### src/rtl/core/twa_pkg.sv
// twa_pkg: shared types, codes and constants of the trace window autoscale block.
// Standalone; used by twa_bound_track and trace_window_autoscale, not by twa_sample_mem.
`default_nettype none

package twa_pkg;

  // Configuration register indexes
  localparam logic [1:0] REG_TRACE_MODE   = 2'd0;
  localparam logic [1:0] REG_WINDOW_LEN   = 2'd1;
  localparam logic [1:0] REG_AUTOSCALE_ON = 2'd2;

  // Input beat kinds
  localparam logic KIND_APPEND  = 1'b0;
  localparam logic KIND_RESCALE = 1'b1;

  // Trace modes
  localparam logic MODE_SCROLL = 1'b0;

  // Reciprocals for the constant divides (exact over the value ranges used)
  localparam int unsigned RECIP6        = 43691;  // ceil(2^18 / 6)
  localparam int unsigned RECIP6_SHIFT  = 18;
  localparam int unsigned RECIP20       = 52429;  // ceil(2^20 / 20)
  localparam int unsigned RECIP20_SHIFT = 20;

  // Quiet time before the bounds may shrink
  localparam logic [31:0] DECAY_MS = 32'd800;

  // Reset window length
  localparam logic [10:0] WINDOW_RESET = 11'd2;

  // Main sequencer states
  typedef enum logic [2:0] {
    ST_IDLE,
    ST_FILL,
    ST_SCAN_LINE,
    ST_SCAN_READ,
    ST_DRAIN,
    ST_DECIDE,
    ST_TRACK,
    ST_OUT
  } twa_state_t;

  // Request from the sequencer to the bound tracker
  typedef struct packed {
    logic        start;
    logic        clr_valid;
    logic        clr_time;
    logic [15:0] dmin;
    logic [15:0] dmax;
    logic [31:0] now;
  } twa_trk_req_t;

  // Response of the bound tracker
  typedef struct packed {
    logic        done;
    logic [15:0] low;
    logic [15:0] high;
  } twa_trk_rsp_t;

  // Saturate to the signed 16-bit range
  function automatic logic signed [15:0] sat16(input logic signed [17:0] v);
    logic signed [15:0] r;
    if (v > 18'sd32767) begin
      r = 16'sh7fff;
    end else if (v < -18'sd32768) begin
      r = 16'sh8000;
    end else begin
      r = $signed(v[15:0]);
    end
    return r;
  endfunction

endpackage

`default_nettype wire

### src/rtl/core/twa_bound_track.sv
// twa_bound_track: four-stage margin/target/step pipeline and the tracked bounds.
// Depends on twa_pkg (request/response structs, reciprocals, sat16).
`default_nettype none

module twa_bound_track (
  input  wire logic                  clk,
  input  wire logic                  rst_n,
  input  wire twa_pkg::twa_trk_req_t req,
  output twa_pkg::twa_trk_rsp_t      rsp
);

  // Stage valids
  logic [3:0] v_r;

  // Stage 1: range and margin product
  logic signed [15:0] s1_dmin_r;
  logic signed [16:0] s1_dmaxa_r;
  logic        [31:0] s1_prod_r;
  logic        [31:0] s1_now_r;

  // Stage 2: targets
  logic signed [15:0] s2_tmin_r;
  logic signed [15:0] s2_tmax_r;

  // Stage 3: gaps and twentieths
  logic signed [17:0] s3_dh_r;
  logic signed [17:0] s3_dl_r;
  logic        [12:0] s3_qh_r;
  logic        [12:0] s3_ql_r;

  // Tracked state
  logic signed [15:0] track_low_r,  track_low_nxt;
  logic signed [15:0] track_high_r, track_high_nxt;
  logic               track_valid_r;
  logic        [31:0] last_ms_r;
  logic               expanded;

  logic signed [15:0] dmin_s, dmax_s;
  logic signed [16:0] dmaxa;
  logic        [15:0] rng;
  logic        [31:0] prod6;
  logic        [13:0] margin;
  logic signed [17:0] mg;
  logic signed [17:0] diffh, diffl;
  logic        [16:0] magh, magl;
  logic        [32:0] qh, ql;
  logic               may_decay;
  logic signed [17:0] hi, lo, step_h, step_l;
  logic signed [15:0] hi16, lo16;

  // Stage valid shift
  always_ff @(posedge clk) begin
    if (!rst_n) begin
      v_r <= '0;
    end else begin
      v_r <= {v_r[2:0], req.start};
    end
  end

  // Stage 1 datapath
  always_comb begin
    dmin_s = $signed(req.dmin);
    dmax_s = $signed(req.dmax);
    dmaxa  = (dmax_s <= dmin_s) ? (17'(dmin_s) + 17'sd1) : 17'(dmax_s);
    rng    = 16'(dmaxa - 17'(dmin_s));
    prod6  = 32'(rng) * 32'(twa_pkg::RECIP6);
  end

  always_ff @(posedge clk) begin
    if (req.start) begin
      s1_dmin_r  <= dmin_s;
      s1_dmaxa_r <= dmaxa;
      s1_prod_r  <= prod6;
      s1_now_r   <= req.now;
    end
  end

  // Stage 2: margin is a sixth of the range, at least one
  always_comb begin
    margin = 14'(s1_prod_r >> twa_pkg::RECIP6_SHIFT);
    if (margin == '0) begin
      margin = 14'd1;
    end
    mg = $signed(18'(margin));
  end

  always_ff @(posedge clk) begin
    if (v_r[0]) begin
      s2_tmin_r <= twa_pkg::sat16(18'(s1_dmin_r) - mg);
      s2_tmax_r <= twa_pkg::sat16(18'(s1_dmaxa_r) + mg);
    end
  end

  // Stage 3: gaps to the tracked bounds and their twentieths (magnitude)
  always_comb begin
    diffh = 18'(s2_tmax_r) - 18'(track_high_r);
    diffl = 18'(s2_tmin_r) - 18'(track_low_r);
    magh  = (diffh < 0) ? 17'(-diffh) : '0;
    magl  = (diffl > 0) ? 17'(diffl) : '0;
    qh    = 33'(magh) * 33'(twa_pkg::RECIP20);
    ql    = 33'(magl) * 33'(twa_pkg::RECIP20);
  end

  always_ff @(posedge clk) begin
    if (v_r[1]) begin
      s3_dh_r <= diffh;
      s3_dl_r <= diffl;
      s3_qh_r <= 13'(qh >> twa_pkg::RECIP20_SHIFT);
      s3_ql_r <= 13'(ql >> twa_pkg::RECIP20_SHIFT);
    end
  end

  // Stage 4: expand fast, shrink slowly, keep high above low
  always_comb begin
    may_decay = (s1_now_r >= last_ms_r) && ((s1_now_r - last_ms_r) > twa_pkg::DECAY_MS);
    step_h    = (s3_qh_r == '0) ? 18'sd1 : $signed(18'(s3_qh_r));
    step_l    = (s3_ql_r == '0) ? 18'sd1 : $signed(18'(s3_ql_r));
    hi        = 18'(track_high_r);
    lo        = 18'(track_low_r);
    expanded  = 1'b0;
    if (s3_dh_r > 18'sd0) begin
      hi       = hi + ((s3_dh_r + 18'sd1) >>> 1);
      expanded = 1'b1;
    end else if (may_decay && (s3_dh_r < -18'sd2)) begin
      hi = hi - step_h;
    end
    if (s3_dl_r < 18'sd0) begin
      lo       = lo - ((18'sd1 - s3_dl_r) >>> 1);
      expanded = 1'b1;
    end else if (may_decay && (s3_dl_r > 18'sd2)) begin
      lo = lo + step_l;
    end
    hi16 = twa_pkg::sat16(hi);
    lo16 = twa_pkg::sat16(lo);
    if (!track_valid_r) begin
      hi16     = s2_tmax_r;
      lo16     = s2_tmin_r;
      expanded = 1'b0;
    end
    if (hi16 <= lo16) begin
      if (lo16 == 16'sh7fff) begin
        lo16 = 16'sh7ffe;
      end
      hi16 = lo16 + 16'sd1;
    end
    track_low_nxt  = lo16;
    track_high_nxt = hi16;
  end

  // Tracked bounds and expansion time
  always_ff @(posedge clk) begin
    if (!rst_n) begin
      track_low_r   <= 16'sd0;
      track_high_r  <= 16'sd1;
      track_valid_r <= 1'b0;
      last_ms_r     <= '0;
    end else begin
      if (req.clr_valid) begin
        track_valid_r <= 1'b0;
      end else if (v_r[2]) begin
        track_valid_r <= 1'b1;
      end
      if (req.clr_time) begin
        last_ms_r <= '0;
      end else if (v_r[2] && expanded) begin
        last_ms_r <= s1_now_r;
      end
      if (v_r[2]) begin
        track_low_r  <= track_low_nxt;
        track_high_r <= track_high_nxt;
      end
    end
  end

  assign rsp.done = v_r[3];
  assign rsp.low  = track_low_r;
  assign rsp.high = track_high_r;

endmodule

`default_nettype wire

### config.mk
export PLATFORM = sky130hd
export DESIGN_NAME = twa_bound_track
export DESIGN_NICKNAME = d
export VERILOG_FILES = /design/src/rtl/core/twa_pkg.sv /design/src/rtl/core/twa_bound_track.sv
export SDC_FILE = /design/constraint.sdc
export NUM_CORES = 2
export LEC_CHECK = 0
export CORE_ASPECT_RATIO = 2
export CORE_UTILIZATION = 50
export DETAILED_ROUTE_END_ITERATION = 10
export DONT_BUFFER_PORTS = 1
export GPL_ROUTABILITY_DRIVEN = 0
export PLACE_DENSITY = 0.64
export SKIP_LAST_GASP = 1
export SLEW_MARGIN = 15
export SYNTH_ARGS = -nofsm -noshare
export SYNTH_HDL_FRONTEND = slang
export SYNTH_SLANG_ARGS = --single-unit
### constraint.sdc
create_clock -name clk -period 36.7 [get_ports clk]
set_input_delay 7.34 -clock clk [delete_from_list [all_inputs] [get_ports clk]]
set_output_delay 7.34 -clock clk [all_outputs]
set_load 0.05 [all_outputs]
=== After elaboration in Yosys (flattened, before gate mapping) ===
Cells that the tools add are included.

* Output and inout bits: 33
* Memory bits (writable): 0
* Input port bits: 69
* Bits in read-only memories: 0
* Word-level logic and storage cells: 87
* Memories kept: 0
* Bits in registers: 258
* Bits in latches: 0

* Equal/unequal tests: 1
* Multiply operators: 3
* Shift operators: 0
* Bitwise logic cells: 1
* Divide/modulo/power cells: 0
* $add $sub $neg: 15
* $lt $le $gt $ge: 18
* Muxes and demuxes: 25
* Reduce and logical (&&, ||, !) cells: 9

{| class="wikitable"
|+ Operators with widths
! kind !! number
|-
| 16-bit two-way mux || 12
|-
| 18-bit two-way mux || 4
|-
| 17-bit by 16-bit multiplier with 33-bit output (second input constant) || 2
|-
| 18-bit by 16-bit greater-than comparator with 1-bit output (second input constant) || 3
|-
| 18-bit by 16-bit < comparator with 1-bit output (second input constant) || 3
|-
| 17-bit two-way mux || 3
|-
| 17-bit by 1-bit greater-than comparator with 1-bit output (second input constant) || 2
|-
| 17-bit by 1-bit < comparator with 1-bit output (second input constant) || 2
|-
| 16-bit by 16-bit subtractor with 17-bit output || 2
|-
| 32-bit >= comparator || 1
|-
| 32-bit by 10-bit greater-than comparator with 1-bit output (second input constant) || 1
|-
| 16-bit less-or-equal comparator || 2
|-
| 16-bit by 16-bit multiplier with 32-bit output (second input constant) || 1
|-
| 32-bit subtractor || 1
|-
| 13-bit zero test || 2
|-
| 13-bit two-way mux || 2
|-
| 16-bit by 17-bit adder with 18-bit output || 1
|-
| 17-bit by 15-bit adder with 18-bit output || 1
|-
| 17-bit by 2-bit adder with 18-bit output (second input constant) || 1
|-
| 16-bit by 17-bit subtractor with 18-bit output || 1
|-
| 2-bit by 17-bit subtractor with 18-bit output (first input constant) || 1
|-
| 16-bit by 14-bit adder with 17-bit output || 1
|-
| 16-bit by 2-bit adder with 17-bit output (second input constant) || 1
|-
| 17-bit by 16-bit greater-than comparator with 1-bit output (second input constant) || 1
|-
| other kinds (15) || 21
|}

=== Longest topological paths before layout ===
* Depth in word-level cells: 15
* Gate-level depth with buffers: 58
* Gate-level depth less buffers: 56

=== Least setup slack after synthesis ===
No wires, ideal clock.

* Path kind: in2reg
* Start point: input port req[49] in the netlist's numbering
* End point: register s1_prod_r[30], data pin
* Setup slack: 18.710 ns
* Data arrival time: 17.725 ns
* Required time: 36.434 ns
* Cell stages on the path: 56
* Setup time: 0.266 ns
* Path buffers: 1
* Cells stage by stage: inv_1 -> ha_1 -> nor2b_1 -> o21ai_0 -> nand2b_1 -> a21oi_1 -> nor2b_1 -> o21ai_0 -> nand2b_1 -> a21oi_1 -> nor2b_1 -> o21ai_0 -> nand2_1 -> a21oi_1 -> a31o_2 -> clkbuf_1 -> mux2_2 -> ha_1 -> [... 20 more ...] -> inv_1 -> fa_1 -> fa_1 -> inv_1 -> fa_1 -> inv_1 -> ha_1 -> a21o_1 -> a21oi_1 -> nand2b_1 -> o2111ai_1 -> a31o_2 -> o41a_1 -> and2_1 -> o21a_1 -> o21ai_0 -> a21boi_0 -> xor2_1

* Longest elaborated chain between the ends: 4
* Elaborated cells between the ends (all ways): 5
* Those cells by class: 2 x add/sub; 1 x mul; 1 x order compare; 1 x mux

{| class="wikitable"
|+ RTL lines
! element !! line !! RTL
|-
| start: declaration || twa_bound_track.sv:8 || <nowiki>input wire twa_pkg::twa_trk_req_t req,</nowiki>
|-
| 16-bit by 2-bit adder with 17-bit output or 16-bit less-or-equal comparator (tied branches) || twa_bound_track.sv:64 || <nowiki>dmaxa = (dmax_s <= dmin_s) ? (17'(dmin_s) + 17'sd1) : 17'(dmax_s);</nowiki>
|-
| 17-bit two-way mux (*) || twa_bound_track.sv:64 ||
|-
| net dmaxa[1] || twa_bound_track.sv:39 || <nowiki>logic signed [16:0] dmaxa;</nowiki>
|-
| 16-bit subtractor (*) || twa_bound_track.sv:65 || <nowiki>rng = 16'(dmaxa - 17'(dmin_s));</nowiki>
|-
| 16-bit by 16-bit multiplier with 32-bit output (*) || twa_bound_track.sv:66 || <nowiki>prod6 = 32'(rng) * 32'(twa_pkg::RECIP6);</nowiki>
|-
| net prod6[30] || twa_bound_track.sv:41 || <nowiki>logic [31:0] prod6;</nowiki>
|-
| end signal: assignment || twa_bound_track.sv:73 || <nowiki>s1_prod_r <= prod6;</nowiki>
|-
| end: declaration || twa_bound_track.sv:18 || <nowiki>logic [31:0] s1_prod_r;</nowiki>
|}

Mark *: on every way through the listed nets, which the timed path passes. The rest lies on a longest branch.
A chain may end at the register's enable or synchronous reset.

=== Worst setup path after layout ===
Ends and elaborated chain as after synthesis.

==> results by stage <==
Outcome:
- The flow ran to the end, and the final reports show no timing, DRC or antenna violations.

Die:
- The floorplan step defined a core boundary enclosing 65730 um^2.
- In this run the count of I/O pins placed on the die edge is ~100.
- The die width is 184.3 um.
- Measured along the y axis, the die boundary spans 366.6 um.
- The initial utilization of the core area, before any placement, comes to 0.5057.
- The initialized floorplan defines roughly 130 standard-cell rows.
- The die covers 67580 um^2.

Synth:
- After synthesis, the cell types taking the most area are sky130_fd_sc_hd__ha_1 23%, sky130_fd_sc_hd__fa_1 16%, sky130_fd_sc_hd__edfxtp_1 15%.
- Of the total synthesized cell area, the portion taken by XOR and XNOR cells is 0.05006.
- The number of synthesis warnings is 0.
- The library cell occupying the most area in the post-synthesis netlist is sky130_fd_sc_hd__ha_1.
- Counting distinct cell types in the post-synthesis netlist gives 104.
- After technology mapping, the gate count stands at 3662.
- The area fraction of the dominant cell type after synthesis is 0.2266.
- The complex-gate fraction of the synthesized area is 0.1519.
- Of the total synthesized cell area, the portion taken by full adders, half adders and majority gates is 0.3874.
- The dominant combinational cell family by area after synthesis is adder cells.
- Measured against the total synthesized area, the mux share comes to 0.006512.
- The synthesized area per cell is roughly 9.1 um^2.
- The post-synthesis register bit count is 240.
- The cell area after synthesis is 33240 um^2.
- For this run, the register share of the synthesized area comes to 0.1960.
- The basic-gate share of the synthesized area counting and, or, nand and nor cells is 0.1218.
- The share of synthesized flip-flops with an asynchronous set or reset is 0.
- Counting flops with a built-in enable in the synthesized netlist gives between 150 and 200.
- For this run, the leading register cell type out of synthesis is sky130_fd_sc_hd__edfxtp_1.

Hold path:
- The path with the worst hold slack has its endpoint at last_ms_r[3]$_SDFFE_PP0P_.
- The hold path startpoint is last_ms_r[3]$_SDFFE_PP0P_.
- The type of the worst min-delay path is flip-flop to flip-flop.
- The depth of the worst hold-timing path is 2.

Clock tree:
- Clock tree synthesis found a total of 240 sinks.
- The buffer depth of the longest clock path is 3.
- At the later pin of the worst-skew pair, clock insertion delay measures 0.59 ns.
- The maximum level of the CTS H-tree is 1.
- TritonCTS created 26 clock buffers.
- After clock tree synthesis, the clock-pin slew on the worst setup and hold paths is approximately 0.06 ns.
- The post-cts gate resize count is 0.
- The post-CTS setup repair buffer count is 0.
- The CTS tree is done.
- For this design, the CTS-stage hold fixing added 0 buffers.
- The tree is rooted in a sky130_fd_sc_hd__clkbuf_16.

Critical path:
- For the worst flop-to-flop path, the logic depth is 40.
- Among the stages of the critical path, the cell type that occurs most often is sky130_fd_sc_hd__o21ai_0.
- The number of buffers and inverters on the critical path is 5.
- The worst setup path is of the input pin to flip-flop kind.
- The worst setup path is launched from an input pin.
- STA classifies the critical path endpoint as a flip-flop.
- The beginning of the worst register-to-register path is track_high_r[1]$_SDFFE_PN0P_.
- For this design, the slowest cell found on the critical path is sky130_fd_sc_hd__xnor2_1.
- The critical path runs through a total of 55 cells.
- The endpoint required time on the critical path is 37.03 ns.
- The largest fanout on the critical path is 30.
- The endpoint of the lowest-slack register-to-register path is s3_qh_r[12]$_DFFE_PP_.
- The worst endpoint data arrival time is 18.99 ns.
- The register-to-register setup slack is 25.57 ns.
- The startpoint of the most critical setup path is req[49].
- The cell family contributing the most delay on the critical path is compound AO/OA/AOI/OAI gates.
- The largest stage delay on the critical path is 0.65 ns.

GRT:
- The initial antenna violation count was 2.
- Summed over all layers, the global routing overflow is 0.
- Across every metal layer, demand over resource in global routing totals 0.2797.
- The first-pass GRT wire length is 144300 um.
- Entering global routing, the biggest net connects 81 pins.
- The via count of the first global-routing pass is 27.17k.

STA:
- The ratio of final minimum period to clock period is 0.5085.
- The number of pins exceeding their max-slew limit in the final report was 0.
- The clock period minus final worst setup slack is 18.66 ns.
- Setup slack on the critical path of the routed design comes to around 18 ns.
- The slew of the pin with the lowest slew margin is 1.139 ns.
- The final hold violation count came to 0.
- The count of endpoints failing setup in the final report is 0.
- The final-layout setup total negative slack is 0 ns.
- Setup repair after global routing left no endpoint under its margin.
- The maximum achievable frequency is around 54 MHz.
- Across all hold checks on the routed design, the worst slack comes to 0.4527 ns.
- The worst slew margin relative to its limit is 0.2324.
- Between clock sinks in the finished design, the worst skew comes to 0.02245 ns.

Placement:
- The number of buffers inserted by port buffering is 0.
- Detailed placement ended at an HPWL of roughly 79000 um.
- Before CTS, the worst setup slack after placement is 17.39 ns.

Final layout:
- In the layout the commonest cells are 667 x sky130_fd_sc_hd__inv_1, 602 x sky130_fd_sc_hd__ha_1, 267 x sky130_fd_sc_hd__fa_1.
- In the final layout, the share of cells above drive strength 1 is 0.03554.
- The count of antenna diodes in the layout is 0.
- The most common library cell in the layout ignoring fill and taps is sky130_fd_sc_hd__inv_1.
- In the final design database the tool counted 4576 nets.
- The area growth from synthesis to layout is 5.608%.

Drt:
- The wire length per cell after detailed routing is slightly above 20 um.
- The detailed router placed 25.90k vias in this run.
- The detailed-routing iteration count for the pre-antenna-repair pass is 5.
- The DRC marker count from the first detailed-route iteration is between 1k and 1.5k.
- After detailed routing, the number of vias per cell comes to approximately 5.7.
- In this run the remaining antenna-violating nets after routing total 0.
- Summed over all layers, the routed wires come to 92580 um.
- After detailed routing, the number of remaining DRC violations is 0.

Flow run:
- Max-cap violations in this run came to 0.
-- cells in the mapped netlist (33+ instances only) --
library cell,instances
sky130_fd_sc_hd__nand3_1,62
sky130_fd_sc_hd__xor2_1,67
sky130_fd_sc_hd__inv_1,667
sky130_fd_sc_hd__nor2b_1,33
sky130_fd_sc_hd__xnor2_1,123
sky130_fd_sc_hd__a21o_1,73
sky130_fd_sc_hd__ha_1,602
sky130_fd_sc_hd__nor2_1,233
sky130_fd_sc_hd__clkbuf_1,74
sky130_fd_sc_hd__fa_1,267
sky130_fd_sc_hd__dfxtp_1,69
sky130_fd_sc_hd__nand2_1,239
sky130_fd_sc_hd__o21a_1,46
sky130_fd_sc_hd__nor3_1,65
sky130_fd_sc_hd__a21oi_1,207
sky130_fd_sc_hd__edfxtp_1,171
sky130_fd_sc_hd__o21ai_0,134
-- routing by layer --
metal	GRT usage	routed length (um)
met1	0.2578	30770
met2	0.5400	50050
met5	0	30
met3	0.03326	3292
met4	0.2183	8442
-- worst max-delay path by stage --
stage                              endpoint
finish              s1_prod_r[30]$_DFFE_PP_
global route        s1_prod_r[30]$_DFFE_PP_
CTS                 s1_prod_r[30]$_DFFE_PP_
detailed placement  s1_prod_r[30]$_DFFE_PP_
global placement    s1_prod_r[30]$_DFFE_PP_
floorplan           s1_prod_r[30]$_DFFE_PP_
-- stage by stage --
stage	std cells	instance area, um^2	util
final	4535	35100	0.5341
after global routing	4535	35100	0.5341
after CTS	4535	35100	0.5341
after detailed placement	4487	34230	0.5208
after global placement	4487	34230	0.5208
after floorplan	3669	33270	-
-- final cells by class --
cell class | instances | area, um^2
Fill cell | 6102 | 30630
Clock buffer | 33 | 696.9
Inverter | 670 | 2515
Clock inverter | 15 | 176.4
Sequential cell | 240 | 6518
Tap cell | 877 | 1097
Timing Repair Buffer | 27 | 202.7
Multi-Input combinational cell | 2673 | 23900
-- logic make-up after synthesis --
logic type	after synthesis
mux	21
simple gates	843
other cells	1
buf+inv	756
compound gates	742
xor+xnor	190
fa+ha+maj	869
flops	240
-- worst reg2reg max path: cells and delay by family (launching register included) --
family	cells	cell delay, ns
buffers and inverters	6	1.08
and+or+nand+nor	8	2.78
AOI/OAI and AO/OA	17	3.43
adders and majority gates	8	3.15
xor gates and xnor gates	1	0.12
DFF	1	0.31
-- sequential cells by signal (all words and copies together) (netlist names) --
signal,cells
track_valid_r,1
s2_tmax_r,16
s3_dl_r,17
s1_dmaxa_r,17
s3_qh_r,13
s1_dmin_r,16
v_r,4
s1_now_r,32
s3_dh_r,17
track_low_r,16
s3_ql_r,13
s2_tmin_r,16
last_ms_r,32
s1_prod_r,14
track_high_r,16
Power is left out: the tool's default activity adds up to more than one toggle a clock period on the data nets, which glitch-free logic cannot reach.
